==> config.mk <==
export PLATFORM = sky130hd
export DESIGN_NAME = dual_qr_module_pixel_render
export DESIGN_NICKNAME = d
export VERILOG_FILES = /design/src/rtl/core/qrpix_pkg.sv /design/src/rtl/core/qrpix_cfg.sv /design/src/rtl/core/qrpix_class.sv /design/src/rtl/core/qrpix_disc.sv /design/src/rtl/core/dual_qr_module_pixel_render.sv
export SDC_FILE = /design/constraint.sdc
export NUM_CORES = 1
export LEC_CHECK = 0
export BUFFER_PORTS_ARGS = -buffer_cell sky130_fd_sc_hd__buf_4
export CORE_MARGIN = 4
export CORE_UTILIZATION = 40
export CTS_CLUSTER_DIAMETER = 120
export DETAILED_ROUTE_END_ITERATION = 6
export SETUP_SLACK_MARGIN = 0.2
export SKIP_LAST_GASP = 1
export SYNTH_ARGS = -nofsm -noshare
export SYNTH_HDL_FRONTEND = slang
export SYNTH_SLANG_ARGS = --single-unit
export TNS_END_PERCENT = 50
==> constraint.sdc <==
create_clock -name i_clk -period 6.58 [get_ports i_clk]
set_input_delay 1.316 -clock i_clk [delete_from_list [all_inputs] [get_ports i_clk]]
set_output_delay 1.316 -clock i_clk [all_outputs]
set_load 0.02 [all_outputs]
==> src/rtl/core/qrpix_pkg.sv <==
// Shared types and constants for the dual QR pixel renderer.
// Holds the class codes, register indexes, config bundle and alignment tables.
// No dependencies.
package qrpix_pkg;

    localparam int NPOS = 6;     // alignment centres along one axis, beside row/column 6

    typedef enum logic [2:0] {
        CLS_DATA      = 3'd0,
        CLS_FINDER    = 3'd1,
        CLS_ALIGN     = 3'd2,
        CLS_TIMING    = 3'd3,
        CLS_DARK      = 3'd4,
        CLS_SEPARATOR = 3'd5
    } t_class;

    typedef enum logic [1:0] {
        REG_VERSION    = 2'd0,
        REG_MODULE_PIX = 2'd1,
        REG_CENTRE     = 2'd2,
        REG_MODE       = 2'd3
    } t_reg_idx;

    // Effective configuration after clamping.
    typedef struct packed {
        logic [5:0] version;
        logic [7:0] size;
        logic [5:0] pix;
        logic [5:0] centre;
        logic       mode;
    } t_cfg;

    // Load enables of the three work stages.
    typedef struct packed {
        logic en1;
        logic en2;
        logic en3;
    } t_stage_en;

    // Number of alignment coordinates per axis, including the one at 6.
    function automatic logic [2:0] align_count(input logic [5:0] v);
        logic [2:0] cnt;
        case (v) inside
            [6'd7:6'd13]:  cnt = 3'd3;
            [6'd14:6'd20]: cnt = 3'd4;
            [6'd21:6'd27]: cnt = 3'd5;
            [6'd28:6'd34]: cnt = 3'd6;
            [6'd35:6'd40]: cnt = 3'd7;
            default:       cnt = 3'd2;
        endcase
        return cnt;
    endfunction

    // Spacing between alignment centres, counted down from the last one.
    function automatic logic [4:0] align_step(input logic [5:0] v);
        logic [4:0] step;
        case (v) inside
            6'd2:                                    step = 5'd12;
            6'd3:                                    step = 5'd16;
            6'd7:                                    step = 5'd16;
            6'd8:                                    step = 5'd18;
            6'd4, 6'd9, 6'd14:                       step = 5'd20;
            6'd10, 6'd15, 6'd21:                     step = 5'd22;
            6'd5, 6'd11, 6'd16, 6'd17, 6'd22, 6'd23,
            6'd28, 6'd29, 6'd35:                     step = 5'd24;
            6'd12, 6'd18, 6'd24, 6'd25, 6'd30, 6'd31,
            6'd32, 6'd36, 6'd37, 6'd38:              step = 5'd26;
            6'd6, 6'd13, 6'd19, 6'd20, 6'd26, 6'd27,
            6'd33, 6'd34, 6'd39, 6'd40:              step = 5'd28;
            default:                                 step = 5'd0;
        endcase
        return step;
    endfunction

endpackage

==> src/rtl/core/qrpix_cfg.sv <==
// Configuration registers of the pixel renderer with range clamping.
// Produces the effective version, symbol size, block size, disc size and mode.
// Depends on qrpix_pkg.
module qrpix_cfg #(
    parameter int MAX_VERSION       = 40,
    parameter int MAX_MODULE_PIXELS = 63
) (
    input  logic              i_clk,
    input  logic              i_rst_n,
    input  logic              i_cfg_we,
    input  logic [1:0]        i_cfg_index,
    input  logic [5:0]        i_cfg_data,
    output qrpix_pkg::t_cfg   o_cfg
);
    import qrpix_pkg::*;

    localparam logic [5:0] VMAX = 6'(MAX_VERSION);
    localparam logic [5:0] SMAX = 6'((MAX_MODULE_PIXELS > 63) ? 63 : MAX_MODULE_PIXELS);

    logic [5:0] r_version;
    logic [5:0] r_pix;
    logic [5:0] r_centre;
    logic       r_mode;
    logic [5:0] v_eff;

    always_ff @(posedge i_clk) begin
        if (!i_rst_n) begin
            r_version <= 6'd1;
            r_pix     <= 6'd19;
            r_centre  <= 6'd5;
            r_mode    <= 1'b0;
        end else if (i_cfg_we) begin
            case (t_reg_idx'(i_cfg_index))
                REG_VERSION:    r_version <= i_cfg_data;
                REG_MODULE_PIX: r_pix     <= i_cfg_data;
                REG_CENTRE:     r_centre  <= i_cfg_data;
                REG_MODE:       r_mode    <= i_cfg_data[0];
                default:        r_mode    <= r_mode;
            endcase
        end
    end

    always_comb begin
        if (r_version == 6'd0) begin
            v_eff = 6'd1;
        end else if (r_version > VMAX) begin
            v_eff = VMAX;
        end else begin
            v_eff = r_version;
        end
    end

    assign o_cfg.version = v_eff;
    assign o_cfg.size    = 8'd17 + {v_eff, 2'b00};
    assign o_cfg.pix     = (r_pix > SMAX) ? SMAX : r_pix;
    assign o_cfg.centre  = r_centre;
    assign o_cfg.mode    = r_mode;

endmodule

==> src/rtl/core/qrpix_class.sv <==
// Three-stage module classifier: finder, alignment, timing, dark module, separator.
// Stage 1 builds alignment centres, stage 2 tests patterns, stage 3 applies priority.
// Depends on qrpix_pkg.
module qrpix_class (
    input  logic                  i_clk,
    input  qrpix_pkg::t_stage_en  i_en,
    input  qrpix_pkg::t_cfg       i_cfg,
    input  logic [7:0]            i_row,
    input  logic [7:0]            i_col,
    output qrpix_pkg::t_class     o_class
);
    import qrpix_pkg::*;

    logic [7:0]      n_pos [NPOS];
    logic [NPOS-1:0] n_pmask;
    logic [7:0]      base;
    logic [4:0]      step;
    logic [2:0]      cnt;

    logic [7:0]      r_row1, r_col1, r_size1;
    logic [7:0]      r_pos1 [NPOS];
    logic [NPOS-1:0] r_pmask1;

    logic near_r, near_c, excl, finder, timing, dark, sep;
    logic r_finder2, r_align2, r_timing2, r_dark2, r_sep2;
    t_class n_class;
    t_class r_class3;

    // Stage 1: alignment centre coordinates for the configured version.
    always_comb begin
        base = {i_cfg.version, 2'b00} + 8'd10;
        step = align_step(i_cfg.version);
        cnt  = align_count(i_cfg.version);
        for (int i = 0; i < NPOS; i++) begin
            n_pos[i]   = base - 8'(i) * {3'b000, step};
            n_pmask[i] = (i_cfg.version >= 6'd2) && (3'(i) < (cnt - 3'd1));
        end
    end

    always_ff @(posedge i_clk) begin
        if (i_en.en1) begin
            r_row1   <= i_row;
            r_col1   <= i_col;
            r_size1  <= i_cfg.size;
            r_pos1   <= n_pos;
            r_pmask1 <= n_pmask;
        end
    end

    // Stage 2: pattern tests; mask is empty for version 1, which has no alignment.
    always_comb begin
        near_r = (|r_pmask1) && (r_row1 >= 8'd4) && (r_row1 <= 8'd8);
        near_c = (|r_pmask1) && (r_col1 >= 8'd4) && (r_col1 <= 8'd8);
        for (int i = 0; i < NPOS; i++) begin
            if (r_pmask1[i] && ({1'b0, r_row1} + 9'd2 >= {1'b0, r_pos1[i]})
                && ({1'b0, r_row1} <= {1'b0, r_pos1[i]} + 9'd2)) begin
                near_r = 1'b1;
            end
            if (r_pmask1[i] && ({1'b0, r_col1} + 9'd2 >= {1'b0, r_pos1[i]})
                && ({1'b0, r_col1} <= {1'b0, r_pos1[i]} + 9'd2)) begin
                near_c = 1'b1;
            end
        end
        finder = (r_row1 < 8'd7 && r_col1 < 8'd7)
               || (r_row1 >= r_size1 - 8'd7 && r_col1 < 8'd7)
               || (r_row1 < 8'd7 && r_col1 >= r_size1 - 8'd7);
        excl   = (r_col1 <= 8'd8 && r_row1 <= 8'd8)
               || (r_col1 <= 8'd8 && r_row1 >= r_size1 - 8'd9)
               || (r_col1 >= r_size1 - 8'd9 && r_row1 <= 8'd8);
        timing = (r_row1 == 8'd6 && r_col1 >= 8'd8 && r_col1 <= r_size1 - 8'd9)
               || (r_col1 == 8'd6 && r_row1 >= 8'd8 && r_row1 <= r_size1 - 8'd9);
        dark   = (r_row1 == r_size1 - 8'd8) && (r_col1 == 8'd8);
        sep    = (r_row1 == 8'd7 && (r_col1 < 8'd8 || r_col1 > r_size1 - 8'd9))
               || (r_row1 == r_size1 - 8'd8 && r_col1 < 8'd8)
               || (r_col1 == 8'd7 && (r_row1 < 8'd8 || r_row1 > r_size1 - 8'd9))
               || (r_col1 == r_size1 - 8'd8 && r_row1 < 8'd8);
    end

    always_ff @(posedge i_clk) begin
        if (i_en.en2) begin
            r_finder2 <= finder;
            r_align2  <= !excl && near_r && near_c;
            r_timing2 <= timing;
            r_dark2   <= dark;
            r_sep2    <= sep;
        end
    end

    // Stage 3: first matching pattern wins.
    always_comb begin
        if (r_finder2) begin
            n_class = CLS_FINDER;
        end else if (r_align2) begin
            n_class = CLS_ALIGN;
        end else if (r_timing2) begin
            n_class = CLS_TIMING;
        end else if (r_dark2) begin
            n_class = CLS_DARK;
        end else if (r_sep2) begin
            n_class = CLS_SEPARATOR;
        end else begin
            n_class = CLS_DATA;
        end
    end

    always_ff @(posedge i_clk) begin
        if (i_en.en3) begin
            r_class3 <= n_class;
        end
    end

    assign o_class = r_class3;

endmodule

==> src/rtl/core/qrpix_disc.sv <==
// Three-stage centred disc test for mixed data modules.
// Offsets from the block centre, then squares, then the radius compare.
// Depends on qrpix_pkg.
module qrpix_disc (
    input  logic                  i_clk,
    input  qrpix_pkg::t_stage_en  i_en,
    input  qrpix_pkg::t_cfg       i_cfg,
    input  logic [5:0]            i_sub_row,
    input  logic [5:0]            i_sub_col,
    output logic                  o_inside
);
    import qrpix_pkg::*;

    logic [7:0]  dm, dn;
    logic [6:0]  r_am1, r_an1;
    logic [5:0]  r_c1;
    logic [13:0] r_sqm2, r_sqn2;
    logic [11:0] r_csq2;
    logic        r_inside3;

    // Offsets 2m-(s-1) stay within -62..127, so eight bits hold them.
    always_comb begin
        dm = {1'b0, i_sub_row, 1'b0} - {2'b00, i_cfg.pix} + 8'd1;
        dn = {1'b0, i_sub_col, 1'b0} - {2'b00, i_cfg.pix} + 8'd1;
    end

    always_ff @(posedge i_clk) begin
        if (i_en.en1) begin
            r_am1 <= dm[7] ? 7'(-dm) : dm[6:0];
            r_an1 <= dn[7] ? 7'(-dn) : dn[6:0];
            r_c1  <= i_cfg.centre;
        end
    end

    always_ff @(posedge i_clk) begin
        if (i_en.en2) begin
            r_sqm2 <= {7'd0, r_am1} * {7'd0, r_am1};
            r_sqn2 <= {7'd0, r_an1} * {7'd0, r_an1};
            r_csq2 <= {6'd0, r_c1} * {6'd0, r_c1};
        end
    end

    always_ff @(posedge i_clk) begin
        if (i_en.en3) begin
            r_inside3 <= ({1'b0, r_sqm2} + {1'b0, r_sqn2}) <= {3'b000, r_csq2};
        end
    end

    assign o_inside = r_inside3;

endmodule

==> src/rtl/core/dual_qr_module_pixel_render.sv <==
// Top level of the dual QR pixel renderer: stream ports, stage control, pixel select.
// Depends on qrpix_pkg, qrpix_cfg, qrpix_class and qrpix_disc.
//
// Channel   | Direction | Handshake                     | Contents
// ----------+-----------+-------------------------------+-------------------------------
// s_axis    | in        | s_axis_tvalid / s_axis_tready | one pixel request (32 bit)
// m_axis    | out       | m_axis_tvalid / m_axis_tready | pixel color and class (8 bit)
// cfg       | in        | i_cfg_we                      | index 2 bit, data 6 bit
//
// One request per cycle while the output is not stalled; a result passes four registers
// (three work stages plus the output register) before it is valid on m_axis. Each stage
// has its own valid bit and loads when empty or when the stage after it moves, so
// bubbles close up and a stalled output holds the pipe without loss. Reset is
// synchronous and empties all stages; configuration returns to version 1, 19-pixel
// blocks, 5-pixel disc, dual mode.
module dual_qr_module_pixel_render #(
    parameter int MAX_VERSION       = 40,
    parameter int MAX_MODULE_PIXELS = 63
) (
    input  logic        i_clk,
    input  logic        i_rst_n,
    input  logic        s_axis_tvalid,
    output logic        s_axis_tready,
    // [7:0] module_row, [15:8] module_col, [21:16] sub_row, [27:22] sub_col,
    // [28] near_bit, [29] far_bit, [30] secret_white, [31] zero
    input  logic [31:0] s_axis_tdata,
    output logic        m_axis_tvalid,
    input  logic        m_axis_tready,
    // [0] pixel_white, [3:1] module_class, [7:4] zero
    output logic [7:0]  m_axis_tdata,
    input  logic        i_cfg_we,
    input  logic [1:0]  i_cfg_index,
    input  logic [5:0]  i_cfg_data
);
    import qrpix_pkg::*;

    t_cfg      cfg;
    t_stage_en en;
    t_class    cls3;
    logic      inside3;
    logic      rdy1, rdy2, rdy3, rdy4;
    logic      r_vld1, r_vld2, r_vld3, r_out_vld;
    logic [2:0] r_bits1, r_bits2, r_bits3;   // {secret, far, near}
    logic      n_white;
    logic      r_out_white;
    t_class    r_out_class;

    assign rdy4 = !r_out_vld || m_axis_tready;
    assign rdy3 = !r_vld3 || rdy4;
    assign rdy2 = !r_vld2 || rdy3;
    assign rdy1 = !r_vld1 || rdy2;

    assign en.en1 = rdy1;
    assign en.en2 = rdy2;
    assign en.en3 = rdy3;

    assign s_axis_tready = rdy1;

    qrpix_cfg #(
        .MAX_VERSION       (MAX_VERSION),
        .MAX_MODULE_PIXELS (MAX_MODULE_PIXELS)
    ) u_cfg (
        .i_clk       (i_clk),
        .i_rst_n     (i_rst_n),
        .i_cfg_we    (i_cfg_we),
        .i_cfg_index (i_cfg_index),
        .i_cfg_data  (i_cfg_data),
        .o_cfg       (cfg)
    );

    qrpix_class u_class (
        .i_clk   (i_clk),
        .i_en    (en),
        .i_cfg   (cfg),
        .i_row   (s_axis_tdata[7:0]),
        .i_col   (s_axis_tdata[15:8]),
        .o_class (cls3)
    );

    qrpix_disc u_disc (
        .i_clk     (i_clk),
        .i_en      (en),
        .i_cfg     (cfg),
        .i_sub_row (s_axis_tdata[21:16]),
        .i_sub_col (s_axis_tdata[27:22]),
        .o_inside  (inside3)
    );

    always_ff @(posedge i_clk) begin
        if (!i_rst_n) begin
            r_vld1    <= 1'b0;
            r_vld2    <= 1'b0;
            r_vld3    <= 1'b0;
            r_out_vld <= 1'b0;
        end else begin
            if (rdy1) r_vld1    <= s_axis_tvalid;
            if (rdy2) r_vld2    <= r_vld1;
            if (rdy3) r_vld3    <= r_vld2;
            if (rdy4) r_out_vld <= r_vld3;
        end
    end

    always_ff @(posedge i_clk) begin
        if (rdy1) r_bits1 <= s_axis_tdata[30:28];
        if (rdy2) r_bits2 <= r_bits1;
        if (rdy3) r_bits3 <= r_bits2;
    end

    // Share mode: far bit, inverted on data modules under a black secret pixel.
    // Dual mode: function modules show near; data modules show near inside the disc, far outside.
    always_comb begin
        if (cfg.mode) begin
            n_white = !r_bits3[1] ^ ((cls3 == CLS_DATA) && !r_bits3[2]);
        end else if (cls3 != CLS_DATA) begin
            n_white = !r_bits3[0];
        end else if (inside3) begin
            n_white = !r_bits3[0];
        end else begin
            n_white = !r_bits3[1];
        end
    end

    always_ff @(posedge i_clk) begin
        if (rdy4) begin
            r_out_white <= n_white;
            r_out_class <= cls3;
        end
    end

    assign m_axis_tvalid = r_out_vld;
    assign m_axis_tdata  = {4'b0000, r_out_class, r_out_white};

    // Input stalls only when every stage is full and the output is held.
    a_ready_low_full: assert property (@(posedge i_clk) disable iff (!i_rst_n)
        !s_axis_tready |-> (r_vld1 && r_vld2 && r_vld3 && r_out_vld && !m_axis_tready))
        else $error("input stalled with room in the pipeline");

    a_accept_loads: assert property (@(posedge i_clk) disable iff (!i_rst_n)
        (s_axis_tvalid && s_axis_tready) |=> r_vld1)
        else $error("accepted request not captured in stage 1");

    a_stage3_hold: assert property (@(posedge i_clk) disable iff (!i_rst_n)
        (r_vld3 && !rdy4) |=> (r_vld3 && $stable(cls3) && $stable(inside3)
                               && $stable(r_bits3)))
        else $error("stage 3 changed while the output was stalled");

endmodule
==> metrics.log, run 1 <==
INFO  metric run_status = complete, no violations
INFO  metric yosysWarningCount = 0
INFO  metric regToRegStartpoint = u_cfg.r_version[4]$_SDFFE_PN0P_
INFO  metric timing.final.crit_period = about 5.4 ns
INFO  metric flop_to_flop_setup_slack = 1.18 ns
INFO  metric worst-r2r-cell-count = 19
INFO  metric hp-class = register to register
INFO  metric max_slew_margin = 0.191
INFO  metric cts_buffers = 17
INFO  metric die_y = roughly 210 um
INFO  metric syn_area = 16300 sq um
INFO  metric dr_total_vias = 12302
INFO  metric worstReg2RegEnd = u_class.r_pos1[7]$_DFFE_PP_
INFO  metric worst_skew_pair.late_latency = 0.44 ns
INFO  metric cp.required = between 6 and 7 ns
INFO  metric post_synth_num_cell_types = 81
INFO  metric pin_count_of_the_biggest_net_entering_global_routing = 69
INFO  metric route.antenna.remaining_nets = 0
INFO  metric crit_path_start_kind = register
INFO  metric p_leak = around 8.2 nW
INFO  metric detailed_place_hpwl = between 30 and 40 mm
INFO  metric dieWidth = 210 um
INFO  metric power-per-cell-area = 401 nW/um^2
INFO  metric io-pin-count = between 50 and 60
INFO  metric crit_path_max_fanout = 19
INFO  metric drive_above_1_share = 0.0672
INFO  metric layout.cells.most_common_list = ha_1 (308), inv_1 (183), edfxtp_1 (140)
INFO  metric grt_first_pass_wirelength = 63.8 mm
INFO  metric finalHoldViolCount = 0
INFO  metric yosys.area.top_type = edfxtp_1
INFO  metric critical_path_arrival = ~5.6 ns
INFO  metric clkSinkCount = 163
INFO  metric synth_edf_count = 140
INFO  metric layout.cells.most_common = ha_1
INFO  metric clk_root_buffer_cell = clkbuf_16
INFO  metric crit_end_category = register
INFO  metric asyncSetResetFlopFracSynth = 0
INFO  metric cts_hold_buf = 0
INFO  metric rows = 73
INFO  metric drcViolationCount = 0
INFO  metric syn_inst = 1671
INFO  metric timing.clock.skew = 0.0161 ns
INFO  metric antenna-diode-count = 0
INFO  metric design_area = 17800 sq um
INFO  metric ir_drop = approximately 0.00032 V
INFO  metric fin_setup_tns = 0 ns
INFO  metric cts.reportedPaths.clkPinSlew = approximately 0.07 ns
INFO  metric routedWlPerCell = approximately 17 um
INFO  metric min-delay-start = r_bits1[1]$_DFFE_PP_
INFO  metric min_delay_worst_endpoint = r_bits2[1]$_DFFE_PP_
INFO  metric maxCapViolations = 0
INFO  metric detail_route.iter0.violations = 867
INFO  metric postRouteWirelength = ~39 mm
INFO  metric design.die.area = 44000 sq um
INFO  metric synth_top_area_share = 0.258
INFO  metric nets = 2116
INFO  metric placement.io_buffers = slightly below 50
INFO  metric cts_resized = 0
INFO  metric synthTopCellsByArea = edfxtp_1 (26%), ha_1 (24%), fa_1 (6.3%), xnor2_1 (5.2%), inv_1 (4.2%)
INFO  metric postLayoutCoreUtil = 0.444
INFO  metric finalSetupViolCount = 0
INFO  metric ys.flop_type = edfxtp_1
INFO  metric design.core.area = around 40000 sq um
INFO  metric number_of_global_route_vias_before_repair = 12190
INFO  metric post_layout_nonfiller_instances = 2250
INFO  metric synth_seq_area_share = 0.286
INFO  metric drt_pass1_iterations = 5
INFO  metric post_placement_cell_area = around 17000 sq um
INFO  metric count_of_cells_along_the_worst_hold_path = 0
INFO  metric via_per_inst = 5.47
INFO  metric cts_buffer_depth = 2
INFO  metric ys_ff_latch = 163
INFO  metric layout-area-overhead-vs-synth = 9.09%
INFO  metric grt_antenna_before_repair = 0
INFO  metric criticalPathCategory = register to register
INFO  metric final.period_utilization = 0.820
INFO  metric slew_violations = 0
INFO  metric routability_cong = 0.877
INFO  metric syn-mean-instance-area = 9.74 sq um
INFO  metric dp_cells = 2218
INFO  metric globalRouteTotalUtil = 0.180
INFO  metric htreeDepth = 4
INFO  metric holdWs = 0.419 ns
INFO  metric effective_utilization_at_floorplan = 0.407
INFO  metric max_clock_freq = around 190 MHz
INFO  metric tritoncts = done
INFO  metric grt.overflow.total = 0
INFO  metric post_cts_buffers = 0
INFO  metric rsz0062_at_grt = false
INFO  metric worst_pin_slew = around 1.2 ns
==> worst max-delay path, stage by stage, from the launching register on <==
cell and delay, ns:
dfxtp_1 0.79, o21ai_1 0.18, and2_1 0.25, inv_1 0.11, ha_1 0.38, mux2i_1 0.13
o221a_1 0.24, a31oi_1 0.28, nand2b_1 0.21, o22ai_2 0.10, or2_1 0.34, ha_1 0.36
fa_1 0.52, inv_1 0.04, ha_1 0.28, ha_1 0.34, a21oi_1 0.23, o21bai_1 0.09
a21oi_1 0.18, xnor2_1 0.09
==> cells by family (layout without fill, tap and decap cells) <==
logic type / count (synthesis) / count (layout) / share of synthesized area
AOI/OAI and AO/OA: 341 / 341 / 0.139
muxes: 20 / 20 / 0.0134
xor gates and xnor gates: 126 / 126 / 0.0678
adders and majority gates: 359 / 359 / 0.299
and+or+nand+nor: 430 / 430 / 0.138
other: 1 / 4 / 0.000230
buffers and inverters: 231 / 282 / 0.0559
DFF: 163 / 163 / 0.286
==> sequential cells by signal (all words and copies together) (netlist names), 7 cells and up <==
signal          count
u_disc.r_sqm2      12
u_disc.r_sqn2      13
u_disc.r_an1        7
u_class.r_row1      8
u_class.r_pos1     36
u_disc.r_csq2      11
u_class.r_col1      8
==> worst max-delay path by stage <==
| stage | from | to | slack [ns] | depth (start not counted) |
|---|---|---|---|---|
| after floorplan | m_axis_tready | s_axis_tready | 1.74 | 3 |
| after global placement | u_cfg.r_version[4]$_SDFFE_PN0P_ | u_class.r_pos1[7]$_DFFE_PP_ | 1.31 | 18 |
| after detailed placement | u_cfg.r_version[4]$_SDFFE_PN0P_ | u_class.r_pos1[7]$_DFFE_PP_ | 1.27 | 18 |
| after CTS | u_cfg.r_version[4]$_SDFFE_PN0P_ | u_class.r_pos1[7]$_DFFE_PP_ | 1.23 | 19 |
| after global routing | u_cfg.r_version[4]$_SDFFE_PN0P_ | u_class.r_pos1[7]$_DFFE_PP_ | 0.84 | 18 |
| final | u_cfg.r_version[4]$_SDFFE_PN0P_ | u_class.r_pos1[7]$_DFFE_PP_ | 1.18 | 19 |
==> cells in the mapped netlist (27+ instances only) <==
cell and instances:
nor2_1 72, and2_1 40, o21ai_0 35, xnor2_1 96
nand2_1 97, ha_1 308, a21oi_1 96, nor3_1 27
nand3_1 55, nor2b_1 34, fa_1 51, inv_1 183
xor2_1 30, edfxtp_1 140, a21o_1 35
==> through the flow <==
stage,setup slack [ns],power (W)
after global routing,0.837,0.00793
after detailed placement,1.27,0.00615
final,1.18,0.00713
after CTS,1.23,0.00718
after global placement,1.31,0.00606
after floorplan,1.74,0.00518
==> layout make-up <==
class,instances,area (sq um)
Clock buffer,19,433
Multi-Input combinational cell,1280,10700
Inverter,193,724
Fill cell,3861,22200
Tap cell,525,657
Timing Repair Buffer,57,428
Clock inverter,13,129
Sequential cell,163,4660
==> layer usage <==
layer | vias up | track usage | routed length (um)
li1 | 6108 | - | -
met1 | 5872 | 0.249 | 18700
met3 | 51 | 0.0306 | 1880
met5 | - | 0 | 0
met2 | 271 | 0.289 | 17700
met4 | 0 | 0.0540 | 848
==> report_power, final <==
part           internal [W]  switching, W  total [W]  leakage [nW]
clock network      0.000527      0.000444   0.000971         0.264
registers           0.00150      0.000220    0.00172          1.71
logic               0.00201       0.00242    0.00443          6.24
No activity file was read; power rests on OpenSTA's default activity.
==> inputs of run 2 (changes only) <==
==> constraint.sdc (replaced) <==
create_clock -name i_clk -period 4.48 [get_ports i_clk]
set_input_delay 0.896 -clock i_clk [delete_from_list [all_inputs] [get_ports i_clk]]
set_output_delay 0.896 -clock i_clk [all_outputs]
set_load 0.02 [all_outputs]
==> run 2 against run 1 <==
- cell count up 3.1%
- hold slack better by 0.0019 ns
- first-iteration DRC count down 3.2%
- critical path depth down 6
- die area unchanged
- register-to-register slack worse by 0.83 ns
- worst setup slack worse by 0.83 ns
- sequential share of layout area down 1.2 points
- sequential power up 41%
- flip-flop and latch count unchanged
- clock power up 53%
- largest power group unchanged
==> metrics.log, run 2 (synthesis gave the netlist of run 1 again) <==
INFO  metric final.period_utilization = 0.921 (+0.101)
INFO  metric path_common_cell = fa_1
INFO  metric rsz0062_at_grt = true
INFO  metric drt_pass1_iterations = 7 (+2)
INFO  metric drive_above_1_share = 0.134 (+0.0665)
INFO  metric rows = 73 (unchanged)
INFO  metric timing.clock.skew = 0.0143 ns (-0.00183 ns)
INFO  metric flop_to_flop_setup_slack = 0.35 ns (-0.83 ns)
INFO  metric criticalPathCategory = register to register
INFO  metric timing.final.crit_period = 4.13 ns (-1.27 ns)
INFO  metric detail_route.iter0.violations = 839 (-3.2%)
INFO  metric layout-area-overhead-vs-synth = 14.7%
INFO  metric crit_end_category = register
INFO  metric run_status = complete, no violations
INFO  metric io-pin-count = 55 (unchanged)
INFO  metric route.antenna.remaining_nets = 0 (unchanged)
INFO  metric cts_hold_buf = 0 (unchanged)
INFO  metric slew_violations = 0 (unchanged)
INFO  metric design.core.area = 40000 sq um (unchanged)
INFO  metric total_power = 0.0112 W (+57%)
INFO  metric worst_skew_pair.late_latency = 0.45 ns (about the same)
INFO  metric finalHoldViolCount = 0 (unchanged)
INFO  metric number_of_global_route_vias_before_repair = 12427 (+1.9%)
INFO  metric max_slew_margin = 0.441 (+0.250)
INFO  metric clkSinkCount = 163 (unchanged)
INFO  metric top_register = u_class.r_pos1
INFO  metric largest_registers = u_class.r_pos1 x36, u_disc.r_sqn2 x13, u_disc.r_sqm2 x12
INFO  metric routedWlPerCell = 17.4 um (-0.16%)
INFO  metric min_delay_worst_endpoint = r_bits3[1]$_DFFE_PP_
INFO  metric hp-class = register to register
INFO  metric layout.cells.most_common = ha_1
INFO  metric nets = 2186 (+3.3%)
INFO  metric grt_antenna_before_repair = 0 (unchanged)
INFO  metric holdWs = 0.421 ns (+0.00194 ns)
INFO  metric tritoncts = done
INFO  metric finalSetupViolCount = 0 (unchanged)
INFO  metric fin_setup_tns = 0 ns (unchanged)
INFO  metric globalRouteTotalUtil = 0.182 (+0.00183)
INFO  metric ir_drop = 0.000546 V (+69%)
INFO  metric grt.overflow.total = 0 (unchanged)
INFO  metric cts.reportedPaths.clkPinSlew = 0.07 ns (about the same)
INFO  metric cts_buffers = 17 (unchanged)
INFO  metric count_of_cells_along_the_worst_hold_path = 0 (unchanged)
INFO  metric critical_path.slowest_cell = fa_1
INFO  metric power-per-cell-area = 598 nW/um^2 (+49%)
INFO  metric design.die.area = 44000 sq um (unchanged)
INFO  metric effective_utilization_at_floorplan = 0.407 (unchanged)
INFO  metric max_clock_freq = 242 MHz (+31%)
INFO  metric drcViolationCount = 0 (unchanged)
INFO  metric critical_path.max_stage_delay = 0.54 ns (-0.25 ns)
INFO  metric htreeDepth = 4 (unchanged)
INFO  metric die_y = 210 um (unchanged)
INFO  metric clk_root_buffer_cell = clkbuf_16
INFO  metric antenna-diode-count = 0 (unchanged)
INFO  metric regToRegStartpoint = u_disc.r_an1[0]$_DFFE_PP_
INFO  metric postLayoutCoreUtil = 0.467 (+0.0230)
INFO  metric placement.io_buffers = 49 (unchanged)
INFO  metric detailed_place_hpwl = 31.8 mm (+3.8%)
INFO  metric grt_first_pass_wirelength = 64.5 mm (+1.1%)
INFO  metric crit_path_start_kind = register
INFO  metric worst-r2r-cell-count = 13 (-6)
INFO  metric layout.cells.most_common_list = ha_1 (293), inv_1 (182), edfxtp_1 (140)
INFO  metric postRouteWirelength = 40.3 mm (+2.9%)
INFO  metric cp.required = 4.67 ns (-2.10 ns)
INFO  metric critical_path_arrival = 4.31 ns (-1.28 ns)
INFO  metric via_per_inst = 5.46 (-0.20%)
INFO  metric timing.critical_path.max_delay_family = adder cells
INFO  metric timing.critical_path.buf_inv = 2 (unchanged)
INFO  metric pin_count_of_the_biggest_net_entering_global_routing = 67 (-2.9%)
INFO  metric worstReg2RegEnd = u_disc.r_sqm2[13]$_DFFE_PP_
INFO  metric cts_buffer_depth = 2 (unchanged)
INFO  metric p_leak = 8.62 nW (+4.9%)
INFO  metric min-delay-start = r_bits2[1]$_DFFE_PP_
INFO  metric number_of_flip_flops_under_the_largest_register_name = 36 (unchanged)
INFO  metric dr_total_vias = 12659 (+2.9%)
INFO  metric worst_pin_slew = 0.838 ns (-0.373 ns)
INFO  metric dieWidth = 210 um (unchanged)
INFO  metric maxCapViolations = 0 (unchanged)
INFO  metric critical_path_cell_by_cell = and2_4 > fa_1 > inv_1 > fa_1 > fa_1 > inv_1 > fa_1 > ha_4 > a211oi_2 > o21ai_1 > a31o_1 > a21oi_1 > xor2_1
INFO  metric routability_cong = 0.899 (+2.5%)
INFO  metric crit_path_max_fanout = 4 (-15)
[run 2: cell types whose count changed in the layout (fill, tap and decap cells not counted), moves of 5 or more]
cell	change
buf_4	+67
ha_1	-15
ha_4	+13
a21oi_1	-10
a21oi_2	+8
o21ai_2	+6
dfxtp_1	-5
[run 2: report_power, final]
part | internal, W | total, W | switching (W)
Clock | 0.000835 | 0.00149 | 0.000655
Sequential | 0.00220 | 0.00243 | 0.000225
Combinational | 0.00331 | 0.00725 | 0.00394
Total | 0.00635 | 0.0112 | 0.00482
[run 2: per-layer routing]
layer,vias to the layer above,global-route usage,wire [um]
met5,-,0,0
met4,0,0.0659,1040
met3,62,0.0206,1840
met2,300,0.288,18100
met1,6058,0.257,19200
li1,6239,-,-
[run 2: worst max path at each step]
stage | startpoint | end | slack (ns) | cells after the start
6_report | u_disc.r_an1[0]$_DFFE_PP_ | u_disc.r_sqm2[13]$_DFFE_PP_ | 0.35 | 13
5_1_grt | u_cfg.r_version[3]$_SDFFE_PN0P_ | u_class.r_pos1[7]$_DFFE_PP_ | 0.14 | 21
4_1_cts | u_disc.r_an1[0]$_DFFE_PP_ | u_disc.r_sqn2[13]$_DFFE_PP_ | 0.15 | 13
3_5_place_dp | u_cfg.r_version[4]$_SDFFE_PN0P_ | u_class.r_pos1[23]$_DFFE_PP_ | 0.009 | 20
3_3_place_gp | u_cfg.r_version[3]$_SDFFE_PN0P_ | u_class.r_pos1[7]$_DFFE_PP_ | 0.04 | 20
2_1_floorplan | u_disc.r_an1[0]$_DFFE_PP_ | u_disc.r_sqm2[13]$_DFFE_PP_ | 0.15 | 14
[run 2: through the flow]
step | setup slack [ns] | area, sq um | cells
6_report | 0.354 | 18700 | 2320
5_1_grt | 0.144 | 18700 | 2320
4_1_cts | 0.150 | 18400 | 2315
3_5_place_dp | 0.00865 | 17700 | 2282
3_3_place_gp | 0.0371 | 17700 | 2282
2_1_floorplan | 0.147 | 16300 | 1674
[run 2: cell type report]
class / instances / area [sq um]
Fill cell: 3791 / 21300
Multi-Input combinational cell: 1280 / 11100
Sequential cell: 163 / 4680
Timing Repair Buffer: 127 / 965
Inverter: 193 / 724
Tap cell: 525 / 657
Clock buffer: 17 / 425
Clock inverter: 15 / 174
[run 2: repair_timing]
action	4_1_cts	5_1_grt
endpoints found under the setup margin	10	13
resized for setup	14	46
pin swaps	6	36
setup buffers	1	5
